<file path="config.mk">
export PLATFORM = sky130hd
export DESIGN_NAME = strip_chart_rect_plotter_unit
export DESIGN_NICKNAME = d
export VERILOG_FILES = /design/src/design/scrp_pkg.sv /design/src/design/strip_chart_rect_plotter_unit.sv
export SDC_FILE = /design/constraint.sdc
export NUM_CORES = 2
export LEC_CHECK = 0
export BUFFER_PORTS_ARGS = -buffer_cell sky130_fd_sc_hd__buf_2
export CAP_MARGIN = 20
export CORE_MARGIN = 4
export CORE_UTILIZATION = 61
export DETAILED_ROUTE_END_ITERATION = 6
export PLACE_DENSITY_LB_ADDON = 0.15
export SETUP_SLACK_MARGIN = 0.2
export SLEW_MARGIN = 20
export SYNTH_ARGS = -nofsm -noshare
export SYNTH_HDL_FRONTEND = slang
export SYNTH_SLANG_ARGS = --single-unit
</file>
<file path="constraint.sdc">
create_clock -name clk -period 12.2 [get_ports clk]
set_input_delay 2.44 -clock clk [delete_from_list [all_inputs] [get_ports clk]]
set_output_delay 2.44 -clock clk [all_outputs]
set_load 0.03 [all_outputs]
</file>
<file path="src/design/scrp_pkg.sv">
// Shared types and constants for the strip chart rectangle plotter.
package scrp_pkg;

	// Field widths of the input and result items.
	localparam int SAMPLE_W = 16;
	localparam int COORD_W  = 12;
	localparam int RECT_W   = 14;
	localparam int COLOR_W  = 24;
	localparam int FS_W     = 15;

	// Configuration register indexes.
	typedef logic [1:0] cfg_idx_t;
	localparam cfg_idx_t CFG_FULL_SCALE  = 2'd0;
	localparam cfg_idx_t CFG_POINT_COLOR = 2'd1;
	localparam cfg_idx_t CFG_BAR_COLOR   = 2'd2;

	// Item kinds carried on tuser.
	localparam logic KIND_ADD    = 1'b0;
	localparam logic KIND_RENDER = 1'b1;

	// Scaled numerator magnitude and the split used by the serial divider.
	localparam int NUM_W     = 28;
	localparam int QUOT_W    = 13;
	localparam int DIV_STEPS = QUOT_W;
	localparam int WDIV_STEPS = COORD_W;
	localparam int CNT_W     = 4;

	// Sequencer states.
	typedef enum logic [2:0] {
		ST_IDLE,
		ST_WDIV,
		ST_BAR,
		ST_PMUL,
		ST_PSUM,
		ST_PDIV,
		ST_PEMIT
	} st_t;

endpackage

</file>
<file path="src/design/strip_chart_rect_plotter_unit.sv">
// Strip chart rectangle plotter: sample history, render sequencer and serial dividers.
//
// The block keeps the last HISTORY_DEPTH samples in a shift register. An input
// transaction with tuser = add shifts one sample in; it is taken while idle and
// gives no result. A transaction with tuser = render gives HISTORY_DEPTH+1 result
// transactions: a bar rectangle, then one trace rectangle per history entry, the
// final one with tlast set.
// A render first divides area_width by HISTORY_DEPTH bit-serially, then emits
// the bar. Each trace point then takes a multiply, an add, the steps of a
// restoring divider that produces one quotient bit per cycle against
// full_scale, and a step to load the output register.
// The history is rotated one place per point so that only entry 0 is read; after
// a render it is back in its original order.
// A stalled receiver holds the block in its emit step; the sequencer waits until
// the output register is free. Once the last rectangle is in the output register
// the block accepts new input again. Reset clears the history to zero, sets
// full_scale to 32767 and both colors to zero. Configuration writes are taken
// at any edge with cfg_we high.
module strip_chart_rect_plotter_unit #(
	parameter int HISTORY_DEPTH = 32,
	parameter int PAD           = 1
) (
	input  logic                      clk,
	input  logic                      arst_n,
	// Configuration write port.
	input  logic                      cfg_we,
	input  scrp_pkg::cfg_idx_t        cfg_index,
	input  logic [23:0]               cfg_data,
	// Input stream.
	input  logic                      s_tvalid,
	output logic                      s_tready,
	// s_tdata, lowest bit up: sample[15:0], origin_x[27:16], origin_y[39:28],
	// area_width[51:40], area_height[63:52].
	input  logic [63:0]               s_tdata,
	// s_tuser: kind.
	input  logic                      s_tuser,
	// Output stream.
	output logic                      m_tvalid,
	input  logic                      m_tready,
	// m_tdata, lowest bit up: rect_x[13:0], rect_y[27:14], rect_w[41:28],
	// rect_h[55:42], rect_color[79:56].
	output logic [79:0]               m_tdata,
	output logic                      m_tlast
);
	import scrp_pkg::*;

	localparam int IW = (HISTORY_DEPTH > 1) ? $clog2(HISTORY_DEPTH) : 1;

	// Configuration registers.
	logic [FS_W-1:0]    full_scale_q;
	logic [COLOR_W-1:0] point_color_q;
	logic [COLOR_W-1:0] bar_color_q;

	// Sequencer and render context.
	st_t state_q, state_d;
	logic [CNT_W-1:0] cnt_q;
	logic [IW-1:0]    idx_q;
	logic signed [COORD_W-1:0] ox_q, oy_q;
	logic [COORD_W-1:0] w_q, h_q;
	logic signed [26:0] off_q;

	// Width divider and x stepping.
	logic [COORD_W-1:0] wsh_q;
	logic [IW-1:0]      wrem_q;
	logic [COORD_W-1:0] qx_q;
	logic [IW-1:0]      rx_q;

	// Point datapath.
	logic signed [SAMPLE_W-1:0] hist_q [HISTORY_DEPTH];
	logic signed [28:0]  prod_q;
	logic                neg_q;
	logic [FS_W-1:0]     rem_q;
	logic [QUOT_W-1:0]   dsh_q;
	logic signed [RECT_W-1:0] px_q, py_q;

	// Output register.
	logic                 m_tvalid_q;
	logic [RECT_W-1:0]    ox_out_q, oy_out_q, ow_out_q, oh_out_q;
	logic [COLOR_W-1:0]   oc_out_q;
	logic                 olast_q;

	// Control strobes.
	logic in_acc, add_acc, render_acc, out_free, out_load, last_pt;

	logic [FS_W-1:0] fs_eff;
	assign fs_eff = (full_scale_q == '0) ? FS_W'(1) : full_scale_q;

	// Configuration writes; out of range indexes are ignored.
	always_ff @(posedge clk or negedge arst_n) begin
		if (!arst_n) begin
			full_scale_q  <= FS_W'(32767);
			point_color_q <= '0;
			bar_color_q   <= '0;
		end else if (cfg_we) begin
			case (cfg_index)
				CFG_FULL_SCALE:  full_scale_q  <= cfg_data[FS_W-1:0];
				CFG_POINT_COLOR: point_color_q <= cfg_data;
				CFG_BAR_COLOR:   bar_color_q   <= cfg_data;
				default: ;
			endcase
		end
	end

	// Handshake strobes.
	assign out_free   = !m_tvalid_q || m_tready;
	assign in_acc     = s_tvalid && s_tready;
	assign add_acc    = in_acc && (s_tuser == KIND_ADD);
	assign render_acc = in_acc && (s_tuser == KIND_RENDER);
	assign last_pt    = (idx_q == IW'(HISTORY_DEPTH - 1));

	// Next state.
	always_comb begin
		state_d = state_q;
		case (state_q)
			ST_IDLE:  if (render_acc) state_d = ST_WDIV;
			ST_WDIV:  if (cnt_q == CNT_W'(WDIV_STEPS - 1)) state_d = ST_BAR;
			ST_BAR:   if (out_free) state_d = ST_PMUL;
			ST_PMUL:  state_d = ST_PSUM;
			ST_PSUM:  state_d = ST_PDIV;
			ST_PDIV:  if (cnt_q == CNT_W'(DIV_STEPS - 1)) state_d = ST_PEMIT;
			ST_PEMIT: begin
				if (out_free) state_d = last_pt ? ST_IDLE : ST_PMUL;
			end
			default:  state_d = ST_IDLE;
		endcase
	end

	// Outputs of the sequencer.
	always_comb begin
		s_tready = 1'b0;
		out_load = 1'b0;
		case (state_q)
			ST_IDLE:  s_tready = 1'b1;
			ST_BAR:   out_load = out_free;
			ST_PEMIT: out_load = out_free;
			default: ;
		endcase
	end

	always_ff @(posedge clk or negedge arst_n) begin
		if (!arst_n) begin
			state_q <= ST_IDLE;
		end else begin
			state_q <= state_d;
		end
	end

	// Step counter shared by both serial dividers.
	always_ff @(posedge clk or negedge arst_n) begin
		if (!arst_n) begin
			cnt_q <= '0;
		end else if ((state_q == ST_WDIV) || (state_q == ST_PDIV)) begin
			cnt_q <= (state_d != state_q) ? '0 : cnt_q + CNT_W'(1);
		end else begin
			cnt_q <= '0;
		end
	end

	// Sample history: add shifts in at the top, a render rotates once per point.
	always_ff @(posedge clk or negedge arst_n) begin
		if (!arst_n) begin
			for (int k = 0; k < HISTORY_DEPTH; k++) hist_q[k] <= '0;
		end else if (add_acc) begin
			for (int k = 0; k < HISTORY_DEPTH - 1; k++) hist_q[k] <= hist_q[k+1];
			hist_q[HISTORY_DEPTH-1] <= s_tdata[15:0];
		end else if (state_q == ST_PMUL) begin
			for (int k = 0; k < HISTORY_DEPTH - 1; k++) hist_q[k] <= hist_q[k+1];
			hist_q[HISTORY_DEPTH-1] <= hist_q[0];
		end
	end

	// Render context, captured on the render transaction.
	always_ff @(posedge clk) begin
		if (render_acc) begin
			ox_q  <= s_tdata[27:16];
			oy_q  <= s_tdata[39:28];
			w_q   <= s_tdata[51:40];
			h_q   <= s_tdata[63:52];
			off_q <= 27'($signed(s_tdata[39:28])) * 27'($signed({1'b0, fs_eff}));
		end
	end

	// Bit-serial divide of area_width by the history depth.
	logic [IW:0] wr2;
	logic        wge;
	assign wr2 = {wrem_q, wsh_q[COORD_W-1]};
	assign wge = (wr2 >= (IW+1)'(HISTORY_DEPTH));

	always_ff @(posedge clk) begin
		if (render_acc) begin
			wsh_q  <= s_tdata[51:40];
			wrem_q <= '0;
		end else if (state_q == ST_WDIV) begin
			wrem_q <= wge ? IW'(wr2 - (IW+1)'(HISTORY_DEPTH)) : IW'(wr2);
			wsh_q  <= {wsh_q[COORD_W-2:0], wge};
		end
	end

	// Clamp of the negated oldest sample and its product with the area height.
	logic signed [16:0] s_neg, s_clamp, fs_s;
	always_comb begin
		s_neg = -17'(hist_q[0]);
		fs_s  = {2'b00, fs_eff};
		if (s_neg > fs_s)       s_clamp = fs_s;
		else if (s_neg < -fs_s) s_clamp = -fs_s;
		else                    s_clamp = s_neg;
	end

	// Numerator, its sign and magnitude.
	logic signed [28:0] num;
	logic [28:0]        num_mag;
	assign num     = prod_q + 29'(off_q);
	assign num_mag = num[28] ? 29'(-num) : 29'(num);

	// Restoring division step: one quotient bit per cycle.
	logic [FS_W:0] r2;
	logic          ge;
	assign r2 = {rem_q, dsh_q[QUOT_W-1]};
	assign ge = (r2 >= {1'b0, fs_eff});

	always_ff @(posedge clk) begin
		case (state_q)
			ST_PMUL: prod_q <= 29'(s_clamp) * 29'($signed({1'b0, h_q}));
			ST_PSUM: begin
				neg_q <= num[28];
				rem_q <= num_mag[NUM_W-1:QUOT_W];
				dsh_q <= num_mag[QUOT_W-1:0];
			end
			ST_PDIV: begin
				rem_q <= ge ? FS_W'(r2 - {1'b0, fs_eff}) : FS_W'(r2);
				dsh_q <= {dsh_q[QUOT_W-2:0], ge};
			end
			default: ;
		endcase
	end

	// Current point and the rectangle from the previous one.
	logic signed [RECT_W-1:0] cx, cy;
	logic signed [RECT_W:0]   dy;
	logic [RECT_W:0]          dy_abs;
	logic [RECT_W-1:0]        rw, rh;
	always_comb begin
		cx     = RECT_W'(ox_q) + $signed({2'b00, qx_q});
		cy     = neg_q ? -$signed({1'b0, dsh_q}) : $signed({1'b0, dsh_q});
		dy     = (RECT_W+1)'(cy) - (RECT_W+1)'(py_q);
		dy_abs = dy[RECT_W] ? (RECT_W+1)'(-dy) : (RECT_W+1)'(dy);
		if (dy_abs == '0) dy_abs = (RECT_W+1)'(1);
		rw     = RECT_W'(cx - px_q) + RECT_W'(PAD);
		rh     = RECT_W'(dy_abs) + RECT_W'(PAD);
	end

	// X stepping: add the width quotient and carry the remainder.
	logic [IW:0] rsum;
	assign rsum = {1'b0, rx_q} + {1'b0, wrem_q};

	always_ff @(posedge clk or negedge arst_n) begin
		if (!arst_n) begin
			idx_q <= '0;
		end else if (state_q == ST_BAR) begin
			idx_q <= '0;
		end else if ((state_q == ST_PEMIT) && out_free) begin
			idx_q <= idx_q + IW'(1);
		end
	end

	always_ff @(posedge clk) begin
		if (state_q == ST_BAR) begin
			qx_q <= '0;
			rx_q <= '0;
			px_q <= RECT_W'(ox_q);
			py_q <= RECT_W'(oy_q);
		end else if ((state_q == ST_PEMIT) && out_free) begin
			px_q <= cx;
			py_q <= cy;
			if (rsum >= (IW+1)'(HISTORY_DEPTH)) begin
				rx_q <= IW'(rsum - (IW+1)'(HISTORY_DEPTH));
				qx_q <= qx_q + wsh_q + COORD_W'(1);
			end else begin
				rx_q <= IW'(rsum);
				qx_q <= qx_q + wsh_q;
			end
		end
	end

	// Output register.
	always_ff @(posedge clk or negedge arst_n) begin
		if (!arst_n) begin
			m_tvalid_q <= 1'b0;
		end else if (out_load) begin
			m_tvalid_q <= 1'b1;
		end else if (m_tready) begin
			m_tvalid_q <= 1'b0;
		end
	end

	always_ff @(posedge clk) begin
		if (out_load) begin
			if (state_q == ST_BAR) begin
				ox_out_q <= RECT_W'(ox_q);
				oy_out_q <= RECT_W'(oy_q);
				ow_out_q <= RECT_W'(w_q);
				oh_out_q <= RECT_W'(PAD + 1);
				oc_out_q <= bar_color_q;
				olast_q  <= 1'b0;
			end else begin
				ox_out_q <= px_q;
				oy_out_q <= py_q;
				ow_out_q <= rw;
				oh_out_q <= rh;
				oc_out_q <= point_color_q;
				olast_q  <= last_pt;
			end
		end
	end

	assign m_tvalid = m_tvalid_q;
	assign m_tdata  = {oc_out_q, oh_out_q, ow_out_q, oy_out_q, ox_out_q};
	assign m_tlast  = olast_q;

	// A new result appears only from the bar or point emit steps.
	a_load_src: assert property (@(posedge clk) disable iff (!arst_n)
		$rose(m_tvalid_q) |-> ($past(state_q) == ST_BAR || $past(state_q) == ST_PEMIT))
		else $error("result loaded outside an emit step");

	// The partial remainder always stays below the divisor.
	a_rem_bound: assert property (@(posedge clk) disable iff (!arst_n)
		(state_q == ST_PDIV) |-> (rem_q < fs_eff))
		else $error("divider remainder out of range");

	// The divider never runs past its quotient width.
	a_div_cnt: assert property (@(posedge clk) disable iff (!arst_n)
		(state_q == ST_PDIV) |-> (cnt_q <= CNT_W'(DIV_STEPS - 1)))
		else $error("divider step count overrun");

	// Emitting the last point ends the render and marks tlast.
	a_last_end: assert property (@(posedge clk) disable iff (!arst_n)
		(state_q == ST_PEMIT && out_load && last_pt) |=> (state_q == ST_IDLE && m_tlast))
		else $error("render did not end after the last point");

endmodule
</file>
After elaboration in Yosys (flattened, before gate mapping)
Cells that the tools add are included.
{"block": "word_totals", "ff_bits": 864, "input_bits": 96, "out_inout_bits": 83, "elab_cells": 160}
{"block": "classes", "add_sub_neg": 19, "n_mul": 2, "magnitude_cmp": 5, "eq_ne": 12, "mux": 40, "bitwise_logic": 1, "n_reduce_logical": 20}
{"op": "2-to-1 mux 512 bit", "count": 2}
{"op": "2-to-1 mux 14 bit", "count": 8}
{"op": "2-to-1 mux 12 bit", "count": 4}
{"op": "2-to-1 mux 15 bit", "count": 3}
{"op": "2-to-1 mux 17 bit", "count": 2}
{"op": "zero test 15 bit", "count": 2}
{"op": "one-hot mux 15 bit (2 select lines)", "count": 1}
{"op": "adder 29 x 27 -> 29 bit", "count": 1}
{"op": "multiplier 17 x 13 -> 29 bit", "count": 1}
{"op": "2-to-1 mux 28 bit", "count": 1}
{"op": "negator 28 bit", "count": 1}
{"op": "multiplier 12 x 16 -> 27 bit", "count": 1}
{"op": "one-hot mux 13 bit (2 select lines)", "count": 1}
{"op": "2-to-1 mux 24 bit", "count": 1}
{"op": "one-hot mux 3 bit (7 select lines)", "count": 1}
{"op": "2-to-1 mux 5 bit", "count": 4}
{"op": "greater-than comparator 17 x 16 -> 1 bit", "count": 1}
{"op": "< comparator 17 bit", "count": 1}
{"op": "negator 15 -> 17 bit", "count": 1}
{"op": "negator 16 -> 17 bit", "count": 1}
{"op": ">= comparator 16 x 15 -> 1 bit", "count": 1}
{"op": "2-to-1 mux 3 bit", "count": 5}
{"op": "negator 15 bit", "count": 1}
{"op": "subtractor 14 x 14 -> 15 bit", "count": 1}
{"op": "other kinds (33)", "count": 53}

Longest topological paths before layout
{"block": "logic_depth", "depth_word": 9, "ltp_mapped": 45}

Least setup slack after synthesis
Ideal clock, no wire load.
{"block": "synth_timing", "path_kind": "register to register", "start": "register full_scale_q[3]", "end": "register prod_q[25], data pin", "setup_ns": 0.258, "arrival_time_ns": 9.516, "required_time_ns": 11.942, "slack_ns": 2.426, "stages_incl_launch_ff": 46, "n_path_buf": 5, "cell_sequence": "dfstp_2 or4_1 nor4_2 and4_1 a21o_1 clkbuf_1 inv_1 ha_1 nand2_1 nor2_1 xnor2_1 inv_1 ha_1 or3_1 o21ai_0 a21oi_1 a21oi_1 o21ai_0 (+10 left out) inv_1 fa_1 fa_1 inv_1 fa_1 inv_1 ha_1 clkbuf_1 nand3_1 a21oi_1 a21oi_1 a311oi_1 a211oi_1 o31ai_1 o21ai_0 nand2b_1 a21oi_1 xnor2_1"}
{"block": "synth_via", "elab_chain_len": 7, "word_cells_on_any_way": 8, "cone_classes": "add/sub (1); mul (1); order compare (2); mux (3); reduce/logical (1)"}
{"element": "start: declaration", "line_no": "strip_chart_rect_plotter_unit.sv:50", "rtl": "logic [FS_W-1:0] full_scale_q;"}
{"element": "start signal: assignment", "line_no": "strip_chart_rect_plotter_unit.sv:96", "rtl": "CFG_FULL_SCALE: full_scale_q <= cfg_data[FS_W-1:0];"}
{"element": "zero test 15 bit", "line_no": "strip_chart_rect_plotter_unit.sv:86", "rtl": "assign fs_eff = (full_scale_q == '0) ? FS_W'(1) : full_scale_q;"}
{"element": "2-to-1 mux 15 bit *", "line_no": "strip_chart_rect_plotter_unit.sv:86"}
{"element": "negator 15 -> 17 bit", "line_no": "strip_chart_rect_plotter_unit.sv:205", "rtl": "else if (s_neg < -fs_s) s_clamp = -fs_s;"}
{"element": "< comparator 17 bit", "line_no": "strip_chart_rect_plotter_unit.sv:205"}
{"element": "2-to-1 mux 17 bit", "line_no": "strip_chart_rect_plotter_unit.sv:205"}
{"element": "2-to-1 mux 17 bit *", "line_no": "strip_chart_rect_plotter_unit.sv:204", "rtl": "if (s_neg > fs_s) s_clamp = fs_s;"}
{"element": "multiplier 17 x 13 -> 29 bit *", "line_no": "strip_chart_rect_plotter_unit.sv:223", "rtl": "ST_PMUL: prod_q <= 29'(s_clamp) * 29'($signed({1'b0, h_q}));"}
{"element": "end signal: assignment", "line_no": "strip_chart_rect_plotter_unit.sv:223"}
{"element": "end: declaration", "line_no": "strip_chart_rect_plotter_unit.sv:70", "rtl": "logic signed [28:0] prod_q;"}
Mark *: on every way between the ends. The rest lies on a longest branch, timed or not.
A chain may end at the register's enable or synchronous reset.

Worst setup path after layout
{"block": "layout_timing", "start": "register full_scale_q[3]", "end": "register prod_q[27], data pin"}
Same word-level chain as after synthesis.

==> results.md <==
- Outcome: finished, final reports clean
- CTS buffer count: 89
- Routed len/inst: 18.1 µm
- DR vias: 39400
- Avg Cell Area, Syn: 9.31 µm²
- Fraction of the mapped netlist area in simple logic gates: 0.206
- Final setup viols: 0
- FP Rows: approximately 110
- Hold Startpoint: hist_q[403]$_DFFE_PN0P_
- Final Total Pwr: 12.7 mW
- Post-CTS setup repair buffer count: 0
- Die Footprint: 93100 µm²
- Ys flop type: dfrtp_1
- PostCTS Resize Cnt: 0
- Setup crit start kind: flip-flop
- Number of synthesized flops with an enable pin: 254
- Remaining antenna violation count: 0
- Critical Path Source: full_scale_q[3]$_DFFE_PN1P_
- Area of the multi-input gates: 28100 µm²
- Measured slew at the worst slew-check pin: 1.15 ns
- Initial DRC count: 3094
- Fillers: about 7000
- First-pass GRT wire length: about 210 mm
- Final std cells w/o fill: 7078
- DR pass1 iterations: 7
- Reg-to-reg slack, setup: 1.09 ns
- Crit path largest cell delay: 0.65 ns
- Post-Synth XOR/XNOR Area: 0.0361
- Syn Nets: approximately 6500
- Post-Route WL: ~130 mm
- Reg2reg start: full_scale_q[3]$_DFFE_PN1P_
- Clk_skew: roughly 0.038 ns
- Syn Inst Count: 5783
- P per Cell Area: about 220 nW/µm²
- Leak: about 30 nW
- CTS Sinks: 864
- Critical Path End Type: flip-flop
- DRC: 0
- Synthesis-to-finish area growth: 8.99%
- Largest net degree at the start of global routing: 178
- Clock Latency Late Sink: 0.67 ns
- Mux share of post-synthesis cell area: 0.0216
- Register area: 22800 µm²
- Arrival time of the worst setup path: 11.52 ns
- Die extent in x: ~310 µm
- TritonCTS clock tree: done
- RSZ-0062 raised after global routing: no
- Seq/Total Area, Yosys: 0.424
- VDD IR max: between 0.0003 and 0.0004 V
- Crit path kind: flip-flop to flip-flop
- Final Critical Period: about 11 ns
- I/O Pins: about 180
- Number of global-route vias before repair: about 40000
- Synth Area in Adders: 0.189
- Final Slew Violations: 0
- Clk slew on worst S/H paths: 0.06 ns
- GRT Residual Overflow: 0
- Longest Clk Path Bufs: 3
- Layout cell share with drive strength beyond 1: 0.0828
- Setup TNS: 0 ns
- Gp weighted congestion: 0.913
- FF+latch count, synth: between 800 and 900
- Post-layout net count: roughly 6600
- Post-detail-place hpwl: roughly 92 mm
- Distinct cells, synth: between 90 and 100
- WP data required: about 13 ns
- CP most frequent cell: inv_1
- CTS root buf: clkbuf_16
- Vias per cell: approximately 5.6
- FFs w/ async S/R, synth: 0.681
- YS warnings: 0
- Hold Violations, Final: 0
- Relative slew slack: 0.211
- Fmax: 90.0 MHz
- Inst Count DP: slightly below 7000
- Synthesized cell area: 53800 µm²
- H-tree lvl count: 3
- Chip height: 305 µm
- Crit Path Max Fanout: 17
- Critical path's slowest cell: or4_1
- Final period util: 0.910
- Total GRT Usage: 0.279
- Core footprint: 87200 µm²
- Initial antenna violation count: 11
- Min-Delay Path Class: flip-flop to flip-flop
- Compound-gate portion of the synthesized area: 0.0685
- MaxCap Viol Count: 0
- Port Buf Inserts: 178
- Starting Density: 0.618
- CTS Hold Bufs: 0
- Main combinational cell family by area after synthesis: simple AND/OR/NAND/NOR gates
## per-layer routing
metal  vias to the layer above  global-route usage  routed length [µm]
li1                      18700                   -                   -
met1                     19400               0.376               54700
met2                       959               0.465               61900
met3                       248              0.0367                6460
met4                        10               0.106                4880
met5                         -                   0                  69
## cell usage in the layout (no fill, tap or decap), types with 153 or more instances in the layout
cell type / count
and2_1: 153
buf_2: 177
nand2_1: 1953
fa_1: 323
nor2_1: 182
dfrtp_1: 573
ha_1: 296
edfxtp_1: 254
inv_1: 528
## synth_stat cells, drive strengths merged (43+ instances only)
library cell | n | area [µm²]
nand2 | 1953 | 7330
dfrtp | 573 | 14300
inv | 528 | 1980
fa | 323 | 6470
ha | 296 | 3700
edfxtp | 254 | 7630
clkbuf | 231 | 867
nor2 | 185 | 697
and2 | 154 | 963
o21ai | 150 | 754
a21oi | 147 | 736
xnor2 | 145 | 1270
xor2 | 75 | 672
mux2 | 67 | 754
nor3 | 56 | 285
nand3 | 49 | 250
a21o | 45 | 338
and3 | 43 | 269
## layout make-up
type,instances,share of cell area
antenna,6,0.000256
clock buffer,123,0.0442
multi-input combinational,4139,0.480
timing repair buffer,220,0.0214
sequential,864,0.389
clock inverter,43,0.00755
inverter,528,0.0338
tap,1155,0.0246
## stage by stage
stage                     area, µm²  setup WS, ns  utilization  hold slack [ns]
final                         58700          1.09        0.673            0.456
after global routing          58700         0.277        0.673            0.466
after CTS                     58600          1.17        0.673            0.461
after detailed placement      55600          1.19        0.638            0.449
after global placement        55600          1.30        0.638            0.440
after floorplan               53800          2.43            -            0.429
## worst max-delay path, delay by kind of cell (launching register included)
kind / cells / cell delay, ns
adder cells (fa/ha/maj): 8 / 3.46
AO/OA/AOI/OAI: 14 / 3.44
AND/OR/NAND/NOR: 9 / 2.16
buffers and inverters: 7 / 0.75
flip-flops: 1 / 0.47
XOR/XNOR: 2 / 0.37
multiplexers: 1 / 0.20
## registers in the layout (all words and copies together), names as in the netlist, 15 cells and up
register and flops:
full_scale_q 15, oc_out_q 24, bar_color_q 24, rem_q 15
prod_q 29, off_q 27, point_color_q 24, hist_q 512
## kinds of logic after synthesis
family                   count (synthesis)
AO/OA/AOI/OAI                          560
XOR/XNOR                               220
AND/OR/NAND/NOR                       2631
adder cells (fa/ha/maj)                619
multiplexers                           108
buffers and inverters                  780
flip-flops                             864
other                                    1
## final timing paths
path,to,cells after the start
worst max-delay path,prod_q[27]$_DFFE_PN_,41
worst min-delay path,hist_q[419]$_DFFE_PN0P_,2
worst max register to register,prod_q[27]$_DFFE_PN_,41
worst min register to register,hist_q[419]$_DFFE_PN0P_,2
max in group asynchronous,bar_color_q[6]$_DFFE_PN0P_,3
min in group asynchronous,hist_q[106]$_DFFE_PN0P_,1
## power breakdown
| part | switching (mW) | internal (mW) | leakage, nW |
|---|---|---|---|
| clock network | 1.18 | 1.62 | 1.48 |
| logic | 3.74 | 2.35 | 17.7 |
| registers | 0.265 | 3.55 | 10.6 |
(Power assumes the default switching activity.)
